===== config.mk =====
export PLATFORM = sky130hd
export DESIGN_NAME = pclru_ctrl
export DESIGN_NICKNAME = d
export VERILOG_FILES = /design/src/rtl/pclru_pkg.sv /design/src/rtl/pclru_ctrl.sv
export SDC_FILE = /design/constraint.sdc
export NUM_CORES = 1
export LEC_CHECK = 0
export CAP_MARGIN = 15
export CELL_PAD_IN_SITES_DETAIL_PLACEMENT = 1
export CELL_PAD_IN_SITES_GLOBAL_PLACEMENT = 1
export CORE_AREA = 2 2 39 41
export DETAILED_ROUTE_END_ITERATION = 6
export DIE_AREA = 0 0 41 43
export DONT_BUFFER_PORTS = 1
export PLACE_DENSITY = 0.34
export SETUP_SLACK_MARGIN = 0.1
export SYNTH_ARGS = -nofsm -noshare
export SYNTH_HDL_FRONTEND = slang
export SYNTH_SLANG_ARGS = --single-unit

===== constraint.sdc =====
create_clock -name clk -period 1 [get_ports clk]
set_input_delay 0.2 -clock clk [delete_from_list [all_inputs] [get_ports clk]]
set_output_delay 0.2 -clock clk [all_outputs]
set_load 0.03 [all_outputs]

===== src/rtl/pclru_pkg.sv =====
`default_nettype none

package pclru_pkg;

  localparam int unsigned MAX_SLOTS  = 256;
  localparam int unsigned SLOT_AW    = $clog2(MAX_SLOTS);
  localparam int unsigned CNT_W      = SLOT_AW + 1;
  localparam int unsigned TAG_W      = 36;
  localparam int unsigned STAMP_W    = 64;
  localparam int unsigned SIDE_W     = 5;
  localparam int unsigned COORD_W    = 4;
  localparam logic [SIDE_W-1:0] SIDE_RESET = 5'd16;

  localparam logic [1:0] OP_LOOKUP = 2'd0;
  localparam logic [1:0] OP_TOUCH  = 2'd1;
  localparam logic [1:0] OP_ALLOC  = 2'd2;
  localparam logic [1:0] OP_CLEAR  = 2'd3;

  typedef struct packed {
    logic [1:0]  opcode;
    logic [11:0] page_x;
    logic [11:0] page_y;
    logic [3:0]  page_mip;
    logic [7:0]  texture_id;
    logic [63:0] frame;
  } pclru_in_t;

  typedef struct packed {
    logic        hit;
    logic [3:0]  slot_x;
    logic [3:0]  slot_y;
    logic        evicted;
    logic [11:0] evicted_x;
    logic [11:0] evicted_y;
    logic [3:0]  evicted_mip;
    logic [7:0]  evicted_texture;
  } pclru_out_t;

  typedef enum logic [1:0] {
    ST_IDLE,
    ST_SCAN,
    ST_FINISH
  } pclru_state_t;

  typedef struct packed {
    logic start;
    logic scan;
    logic finish;
  } pclru_cmd_t;

  typedef struct packed {
    logic scan_done;
    logic out_free;
  } pclru_status_t;

  // Largest pool coordinate for a programmed side; zero acts as one, above 16 as 16.
  function automatic logic [COORD_W-1:0] side_m1_f(input logic [SIDE_W-1:0] side);
    logic [SIDE_W-1:0] t;
    t = side - 5'd1;
    if (side == 5'd0) begin
      return 4'd0;
    end
    if (side > 5'd16) begin
      return 4'd15;
    end
    return t[COORD_W-1:0];
  endfunction

endpackage

`default_nettype wire


===== src/rtl/pclru_ctrl.sv =====
`default_nettype none

module pclru_ctrl (
  input  wire logic                    clk,
  input  wire logic                    rst_n,
  input  wire logic                    in_valid,
  output logic                         in_stall,
  input  wire pclru_pkg::pclru_status_t status,
  output pclru_pkg::pclru_cmd_t        cmd
);
  import pclru_pkg::*;

  pclru_state_t state_r, state_nxt;

  always_ff @(posedge clk) begin
    if (!rst_n) begin
      state_r <= ST_IDLE;
    end else begin
      state_r <= state_nxt;
    end
  end

  always_comb begin
    state_nxt = state_r;
    case (state_r)
      ST_IDLE: begin
        if (in_valid) begin
          state_nxt = ST_SCAN;
        end
      end
      ST_SCAN: begin
        if (status.scan_done) begin
          state_nxt = ST_FINISH;
        end
      end
      ST_FINISH: begin
        if (status.out_free) begin
          state_nxt = ST_IDLE;
        end
      end
      default: state_nxt = ST_IDLE;
    endcase
  end

  always_comb begin
    in_stall   = 1'b1;
    cmd.start  = 1'b0;
    cmd.scan   = 1'b0;
    cmd.finish = 1'b0;
    case (state_r)
      ST_IDLE: begin
        in_stall  = 1'b0;
        cmd.start = in_valid;
      end
      ST_SCAN: begin
        cmd.scan = 1'b1;
      end
      ST_FINISH: begin
        cmd.finish = status.out_free;
      end
      default: in_stall = 1'b1;
    endcase
  end

endmodule

`default_nettype wire


==> metrics.cfg, run 1 <==
[outcome]
status=complete, but fails checks
violations=negative setup slack

[clock_network]
clock_path_buffers=2
cts.clk_slew.worst_paths_ns=0.03
clock_latency_ns=0.22
hold_buffers=0
clkSinkCount=2
cts_tree=yes
htreeDepth=1
cts_buffers=3
cts_root_buf=clkbuf_4

[drt]
post_drt_wl_per_cell_um=9.25
drc=0
via_per_inst=3.61
antenna_left=0
drt_iter0_markers=0
firstDrtPassIters=1
finalWirelength_um=333
vias=130

[floorplan]
core_area_um2=1380
fp.dieH_um=43
die_area_um2=1760
initial_utilization=0.0895
fp.dieW_um=41
rows=14
pin_count=9

[critical_path]
start_kind=flip-flop
critPathCaptureType=output pin
worstSetupPathType=reg2out
cp.required_ns=0.80
path_max_fanout=3
crit_arrival_ns=1.00

[grt]
antenna_found_initial=0
grt_use_total=0.0611
grt_pass1_wl_um=558
grt_pass1_vias=142
overflow=0
grt_max_degree=7

[run]
max_cap_viol_count=0

[hold_path]
hold_class=in2reg

[yosys]
netlist_area_um2=124
seq_area_frac_synth=0.323
syn-num-nets=19
synth_cell_type_count=11
ys_warn_count=0
synth_cells=14
avgSynthCellArea_um2=8.85
ys_ff_latch=2

[pwr]
p_switching_mw=0.0965
switching_share=0.272
combinationalPowerShare=0.234
power_frac_clock=0.504
ir_worst_vdd_mv=0.360
p_per_area_nw_per_um2=1620
seqPwrFrac=0.262
power_leakage_nw=0.0983
p_int_mw=0.259

[cells_and_area]
largest_reg_flops=2
utilization=0.158
max_flop_register=state_r
fillers=168
syn_to_final_growth_pct=76.8
final_area_um2=219
drive_gt1_frac=0.650
final_cell_mix=nand2b_1 (3), clkbuf_4 (3), buf_6 (3)
antenna_cells=0
final_nets=27
reg_top3=state_r (2)

[sta]
worst_pin_slew_ns=0.212
rsz0062_at_grt=true
setup_slack_ns=-0.197
hold_viol=0
max_freq_mhz=836
finalSetupViolations=4
slew_headroom=0.858
finalClockSkew_ns=0.000759
tns_ns=-0.616
slew_viol_final=0
final.period_utilization=1.20
min_period_ns=1.20

[place]
port_buffers=0
placed_area_um2=163
gp_congestion=0.557

[power by group through the flow]
stage	Clock, mW	Combinational, mW	Sequential (mW)
after global placement	0	0.0698	0.0934
final	0.179	0.0832	0.0932
after floorplan	0	0.0609	0.0916
after detailed placement	0	0.0704	0.0941
after global routing	0.207	0.0895	0.0942
after CTS	0.189	0.0828	0.0928
[cell type report]
class / count / area, µm² / share of cell area
multi-input cells: 10 / 88.8 / 0.406
inverters: 1 / 3.75 / 0.0171
flip-flops and latches: 2 / 42.5 / 0.194
well taps: 16 / 20.0 / 0.0914
clock buffers: 3 / 22.5 / 0.103
repair buffers: 4 / 41.3 / 0.189
[cell families after synthesis]
kind of cell	count (synthesis)	share of synthesized area
AOI/OAI and AO/OA	2	0.111
buffers and inverters	2	0.0909
and+or+nand+nor	8	0.475
DFF	2	0.323
[metal layers]
| layer | wire length, µm | global-route usage | up-vias |
|---|---|---|---|
| li1 | - | - | 59 |
| met1 | 100 | 0.0414 | 60 |
| met2 | 167 | 0.0750 | 9 |
| met3 | 43 | 0.0628 | 2 |
| met4 | 22 | 0.0800 | 0 |
| met5 | 0 | 0 | - |
[cell usage after synthesis (all sizes together)]
cell | instances | area, µm²
or2 | 1 | 6.26
nand2b | 3 | 18.8
nor2 | 1 | 3.75
nor2b | 1 | 8.76
a21oi | 1 | 5.00
buf | 1 | 7.51
and3b | 1 | 8.76
dfxtp | 2 | 40.0
a31o | 1 | 8.76
inv | 1 | 3.75
and4bb | 1 | 12.5
[path summary, 6_finish.rpt]
check	to	slack (ns)	cells past startpoint	from
worst max-delay path	cmd[2]	-0.20	2	state_r[1]
worst min-delay path	state_r[0]	0.10	2	rst_n
worst max register to register	state_r[1]	0.11	3	state_r[1]
worst min register to register	state_r[0]	0.49	2	state_r[0]
[timing repair]
| action | CTS | global route |
|---|---|---|
| pin swaps | 4 | 1 |
| gates resized for setup | 5 | 1 |
| buffers inserted | 2 | 0 |
| endpoints found under the setup margin | 4 | 5 |
[through the flow]
stage	power (mW)	hold WS (ns)	cells	setup slack, ns
floorplan	0.152	0.322	14	-0.0290
global placement	0.163	0.337	31	0.00712
detailed placement	0.164	0.332	31	-0.00777
CTS	0.365	0.0917	36	-0.208
global route	0.390	0.107	36	-0.240
finish	0.355	0.104	36	-0.197
[critical path, cell delays in order (launching register included)]
cell and delay, ns:
dfxtp_2 0.32, or2_4 0.26, nor2_4 0.19
Note: power is estimated with default switching activity, not from simulation.
==> run 2, diff against run 1 <==
==> constraint.sdc (replaced) <==
create_clock -name clk -period 1.3 [get_ports clk]
set_input_delay 0.26 -clock clk [delete_from_list [all_inputs] [get_ports clk]]
set_output_delay 0.26 -clock clk [all_outputs]
set_load 0.03 [all_outputs]
==> metrics.cfg, run 2 (same netlist as run 1, synthesis figures left out) <==
[outcome]
status=completed

[critical_path]
cp.required_ns=1.04  ; +0.24 ns
r2r-start=state_r[0]
worstSetupPathType=reg2out
critPathCaptureType=output pin
r2r_setup_slack_ns=0.33  ; +0.22 ns
crit_arrival_ns=1.00  ; about the same
worst_r2r_endpoint=state_r[1]
path_max_fanout=5  ; +2
cp_slowest_stage_delay_ns=0.32  ; about the same
start_kind=flip-flop
path_cells=or2_4, nor2_4
rr_worst_depth=2  ; -1
crit_path_top_delay_cell=dfxtp_2

[sta]
finalSetupViolations=0  ; -4
max_freq_mhz=797
finalClockSkew_ns=0.00299  ; +0.00223 ns
final.period_utilization=0.965
hold_viol=0  ; unchanged
min_period_ns=1.26
slew_viol_final=0  ; unchanged
worst_pin_slew_ns=0.390  ; +0.178 ns
slew_headroom=0.739  ; -0.119
rsz0062_at_grt=true
tns_ns=0  ; +0.616 ns

[drt]
drt_iter0_markers=0  ; unchanged
vias=113  ; -13%
via_per_inst=3.32  ; -8.0%
post_drt_wl_per_cell_um=9.03  ; -2.4%
drc=0  ; unchanged
antenna_left=0  ; unchanged
finalWirelength_um=307  ; -7.8%
firstDrtPassIters=1  ; unchanged

[cells_and_area]
fillers=164  ; -2.4%
final_cell_mix=nand2b_1 (3), clkbuf_4 (3), buf_4 (2), dfxtp_2 (2)
max_flop_register=state_r
largest_reg_flops=2  ; unchanged
reg_top3=state_r (2)
antenna_cells=0  ; unchanged
syn_to_final_growth_pct=51.5
final_nets=25  ; -7.4%
drive_gt1_frac=0.611  ; -0.0389
final_cells=34  ; -5.6%

[pwr]
ir_worst_vdd_mv=0.200  ; -44%
fin_total_pwr_mw=0.257  ; -28%
power_leakage_nw=0.0830  ; -16%
p_per_area_nw_per_um2=1370  ; -16%

[place]
dp.cells=30  ; -3.2%
gp_congestion=0.496  ; -11%
port_buffers=0  ; unchanged

[grt]
grt_use_total=0.0561  ; -0.00501
grt_pass1_vias=134  ; -5.6%
antenna_found_initial=0  ; unchanged
grt_max_degree=6  ; -1
overflow=0  ; unchanged
grt_pass1_wl_um=524  ; -6.1%

[clock_network]
htreeDepth=1  ; unchanged
clock_latency_ns=0.22  ; about the same
cts_buffers=3  ; unchanged
cts.clk_slew.worst_paths_ns=0.03  ; about the same
cts_tree=yes
hold_buffers=0  ; unchanged
clkSinkCount=2  ; unchanged
cts_root_buf=clkbuf_4
clock_path_buffers=2  ; unchanged

[hold_path]
hold_class=in2reg
worst_hold_startpoint=rst_n
hold_depth=2  ; unchanged
holdPathEnd=state_r[0]

[floorplan]
fp.dieH_um=43  ; unchanged
pin_count=9  ; unchanged
rows=14  ; unchanged
initial_utilization=0.0895  ; unchanged
die_area_um2=1760  ; unchanged
core_area_um2=1380  ; unchanged
fp.dieW_um=41  ; unchanged

[run]
max_cap_viol_count=0  ; unchanged

run 2: cell types whose count changed in the layout (fill, tap and decap cells not counted):
cell     previous run  this run
buf_4               1         2
buf_6               3         0
nor2b_4             1         0
nor2b_2             0         1
run 2: per-stage QoR:
step / utilization / setup WS [ns] / instance area [µm²] / hold slack [ns]
after global placement: 0.109 / 0.244 / 151 / 0.402
after detailed placement: 0.109 / 0.227 / 151 / 0.402
after CTS: 0.135 / 0.00231 / 186 / 0.163
after floorplan: - / 0.120 / 131 / 0.389
after global routing: 0.136 / -0.00531 / 188 / 0.181
final: 0.136 / 0.0450 / 188 / 0.170
run 2: critical path: cells and delay by family (launching register included):
kind / cells / cell delay, ns
DFF: 1 / 0.32
and+or+nand+nor: 2 / 0.45
run 2: worst max path at each step:
stage                           from  endpoint  slack, ns
after floorplan           state_r[1]    cmd[2]       0.12
after CTS                 state_r[0]    cmd[2]      0.002
final                     state_r[1]    cmd[2]       0.04
after global routing      state_r[1]    cmd[2]     -0.005
after detailed placement  state_r[1]    cmd[2]       0.23
after global placement    state_r[1]    cmd[2]       0.24
run 2: cell type report:
type	count	area [µm²]	area share
multi-input combinational	10	83.8	0.447
sequential	2	42.5	0.227
clock buffer	3	22.5	0.120
tap	16	20.0	0.107
timing repair buffer	2	15.0	0.0800
inverter	1	3.75	0.0200
run 2: power by group:
part | switching, mW | leakage (nW) | internal (mW)
logic | 0.0322 | 0.0520 | 0.0223
clock network | 0.0303 | 0.0138 | 0.101
registers | 0.00412 | 0.0172 | 0.0667
total | 0.0666 | 0.0830 | 0.190
run 2: timing repair:
| item | CTS | global route |
|---|---|---|
| buffers inserted | 1 | 0 |
| endpoints found under the setup margin | 4 | 3 |
| resized for setup | 3 | 1 |
| pin swaps | 2 | 2 |
run 2: layer usage:
| metal | track usage | up-vias | share of wire |
|---|---|---|---|
| met3 | 0.0157 | 2 | 0.055 |
| met2 | 0.0719 | 5 | 0.64 |
| met1 | 0.0382 | 52 | 0.25 |
| met4 | 0.120 | 0 | 0.055 |
| met5 | 0 | - | 0 |
| li1 | - | 54 | - |
==> run 3, diff against run 2 <==
--- a/config.mk
+++ b/config.mk
@@ -5,6 +5,7 @@
 export SDC_FILE = /design/constraint.sdc
 export NUM_CORES = 1
 export LEC_CHECK = 0
+export ABC_AREA = 1
 export CAP_MARGIN = 15
 export CELL_PAD_IN_SITES_DETAIL_PLACEMENT = 1
 export CELL_PAD_IN_SITES_GLOBAL_PLACEMENT = 1
@@ -12,7 +13,7 @@
 export DETAILED_ROUTE_END_ITERATION = 6
 export DIE_AREA = 0 0 41 43
 export DONT_BUFFER_PORTS = 1
-export PLACE_DENSITY = 0.34
+export PLACE_DENSITY = 0.35
 export SETUP_SLACK_MARGIN = 0.1
 export SYNTH_ARGS = -nofsm -noshare
 export SYNTH_HDL_FRONTEND = slang
==> constraint.sdc (replaced) <==
create_clock -name clk -period 1.3 [get_ports clk]
set_input_delay 0.13 -clock clk [delete_from_list [all_inputs] [get_ports clk]]
set_output_delay 0.13 -clock clk [all_outputs]
set_load 0.03 [all_outputs]
==> metrics.cfg, run 3 <==
[hold_path]
hold_depth=2  ; unchanged
hold_class=in2reg
holdPathEnd=state_r[0]
worst_hold_startpoint=rst_n

[outcome]
status=completed

[floorplan]
fp.dieH_um=43  ; unchanged
rows=14  ; unchanged
core_area_um2=1380  ; unchanged
pin_count=9  ; unchanged
initial_utilization=0.0886  ; -0.000904
fp.dieW_um=41  ; unchanged
die_area_um2=1760  ; unchanged

[grt]
grt_pass1_vias=141  ; +5.2%
grt_pass1_wl_um=572  ; +9.2%
grt_max_degree=6  ; unchanged
antenna_found_initial=0  ; unchanged
overflow=0  ; unchanged
grt_use_total=0.0551  ; -0.000946

[critical_path]
worst_r2r_endpoint=state_r[0]
worstSetupPathType=reg2out
crit_arrival_ns=0.98  ; -0.02 ns
r2r_setup_slack_ns=0.52  ; +0.19 ns
r2r-start=state_r[0]
path_max_fanout=5  ; unchanged
rr_worst_depth=3  ; +1
critPathCaptureType=output pin
cp.required_ns=1.17  ; +0.13 ns
start_kind=flip-flop

[cells_and_area]
drive_gt1_frac=0.500  ; -0.111
final_common_cell=inv_1
fillers=172  ; +4.9%
antenna_cells=0  ; unchanged
final_nets=29  ; +16%
multi_input_area_um2=57.6  ; -31%
largest_reg_flops=2  ; unchanged
final_cell_mix=inv_1 (5), clkbuf_4 (3), nand3_1 (2), buf_4 (2)
reg_top3=state_r (2)
max_flop_register=state_r
register_area_um2=41.3  ; -2.9%
syn_to_final_growth_pct=49.0

[clock_network]
htreeDepth=1  ; unchanged
cts_buffers=3  ; unchanged
clock_path_buffers=2  ; unchanged
clock_latency_ns=0.22  ; about the same
postCtsSetupBuffers=0  ; -1
cts_root_buf=clkbuf_4
clkSinkCount=2  ; unchanged
cts_tree=yes
hold_buffers=0  ; unchanged
cts.clk_slew.worst_paths_ns=0.03  ; about the same

[sta]
hold_ws_ns=0.0644  ; -0.105 ns
tns_ns=0  ; unchanged
min_period_ns=1.11  ; -0.144 ns
max_freq_mhz=900  ; +13%
finalSetupViolations=0  ; unchanged
slew_viol_final=0  ; unchanged
hold_viol=0  ; unchanged
finalClockSkew_ns=0.000352  ; -0.00264 ns
rsz0062_at_grt=false
worst_pin_slew_ns=0.256  ; -0.134 ns
slew_headroom=0.829  ; +0.0903
final.period_utilization=0.855  ; -0.111

[place]
gp_congestion=0.526  ; +5.9%
dp_hpwl_um=247
port_buffers=0  ; unchanged

[yosys]
avgSynthCellArea_um2=6.81  ; -23%
synth_top_area_frac=0.327  ; +0.00330
ys_ff_latch=2  ; unchanged
synth_cells=18  ; +4
synth_cell_type_count=11  ; unchanged
synth_enable_flop_cells=0  ; unchanged
ys_warn_count=0  ; unchanged
synth_top_cell_by_area=dfxtp_1
synth_flop_cell=dfxtp_1
synthArstFlopShare=0  ; unchanged
synth_most_common_cell=inv_1
seq_area_frac_synth=0.327  ; +0.00330
netlist_area_um2=123  ; -1.0%
synthTopCellsByCount=inv_1 (6), dfxtp_1 (2), nand3_1 (2)
synth.area.top_cells=dfxtp_1 (33%), inv_1 (18%), nand3_1 (8.2%), a21oi_2 (7.1%), buf_4 (6.1%)
syn-num-nets=23  ; +4

[drt]
firstDrtPassIters=2  ; +1
post_drt_wl_per_cell_um=8.13  ; -9.9%
vias=117  ; +3.5%
antenna_left=0  ; unchanged
drt_iter0_markers=3  ; +3
via_per_inst=3.08  ; -7.4%
finalWirelength_um=309  ; +0.65%
drc=0  ; unchanged

[run]
max_cap_viol_count=0  ; unchanged

[pwr]
p_per_area_nw_per_um2=1410  ; +3.0%
power_leakage_nw=0.0785  ; -5.4%
ir_worst_vdd_mv=0.217  ; +8.7%

## run 3: routing by layer
| layer | up-vias | GRT usage | part of all wire | routed length [µm] |
|---|---|---|---|---|
| met5 | - | 0 | 0 | 0 |
| met4 | 0 | 0.0600 | 0 | 0 |
| met3 | 0 | 0.0524 | 0.16 | 49 |
| met2 | 9 | 0.0500 | 0.33 | 102 |
| met1 | 46 | 0.0639 | 0.51 | 157 |
| li1 | 62 | - | - | - |
## run 3: repair_timing
item | 4_1_cts | 5_1_grt
gates resized for setup | 0 | 2
endpoints found under the hold margin | 0 | 0
endpoints found under the setup margin | 0 | 2
## run 3: worst max path at each step
| stage | start | to | depth (start not counted) |
|---|---|---|---|
| 6_report | state_r[0] | cmd[2] | 3 |
| 2_1_floorplan | state_r[1] | cmd[0] | 2 |
| 4_1_cts | state_r[1] | cmd[0] | 3 |
| 3_5_place_dp | state_r[1] | cmd[0] | 3 |
| 3_3_place_gp | state_r[1] | cmd[0] | 3 |
| 5_1_grt | state_r[0] | cmd[1] | 3 |
## run 3: area by class of cell
| cell class | count | area share |
|---|---|---|
| multi-input combinational | 9 | 0.315 |
| timing repair buffer | 2 | 0.0822 |
| sequential | 2 | 0.226 |
| tap | 16 | 0.110 |
| inverter | 6 | 0.144 |
| clock buffer | 3 | 0.123 |
## run 3: cells by family (layout without fill, tap and decap cells)
| group | count (synthesis) | after routing | share of synthesized area |
|---|---|---|---|
| compound gates | 2 | 2 | 0.112 |
| buf+inv | 7 | 11 | 0.245 |
| flops | 2 | 2 | 0.327 |
| simple gates | 7 | 7 | 0.316 |
## run 3: worst max-delay path, stage by stage (launching register included)
cell and delay [ns]:
dfxtp_1 0.41, nor2_2 0.07, nand2_2 0.10, clkinvlp_4 0.18
## run 3: report_power, final
part / internal [mW] / total (mW) / switching (mW)
registers: 0.0661 / 0.0714 / 0.00534
logic: 0.0134 / 0.0496 / 0.0362
clock network: 0.102 / 0.136 / 0.0346
total: 0.181 / 0.258 / 0.0762
## run 3: metrics by stage
step                       util  instance area [µm²]  setup WS, ns  cells  total power, mW
after floorplan               -                  128         0.298     18            0.114
after global placement    0.112                  155         0.402     35            0.118
after detailed placement  0.112                  155         0.365     35            0.119
after CTS                 0.128                  178         0.120     38            0.266
after global routing      0.132                  183         0.114     38            0.284
final                     0.132                  183         0.189     38            0.258
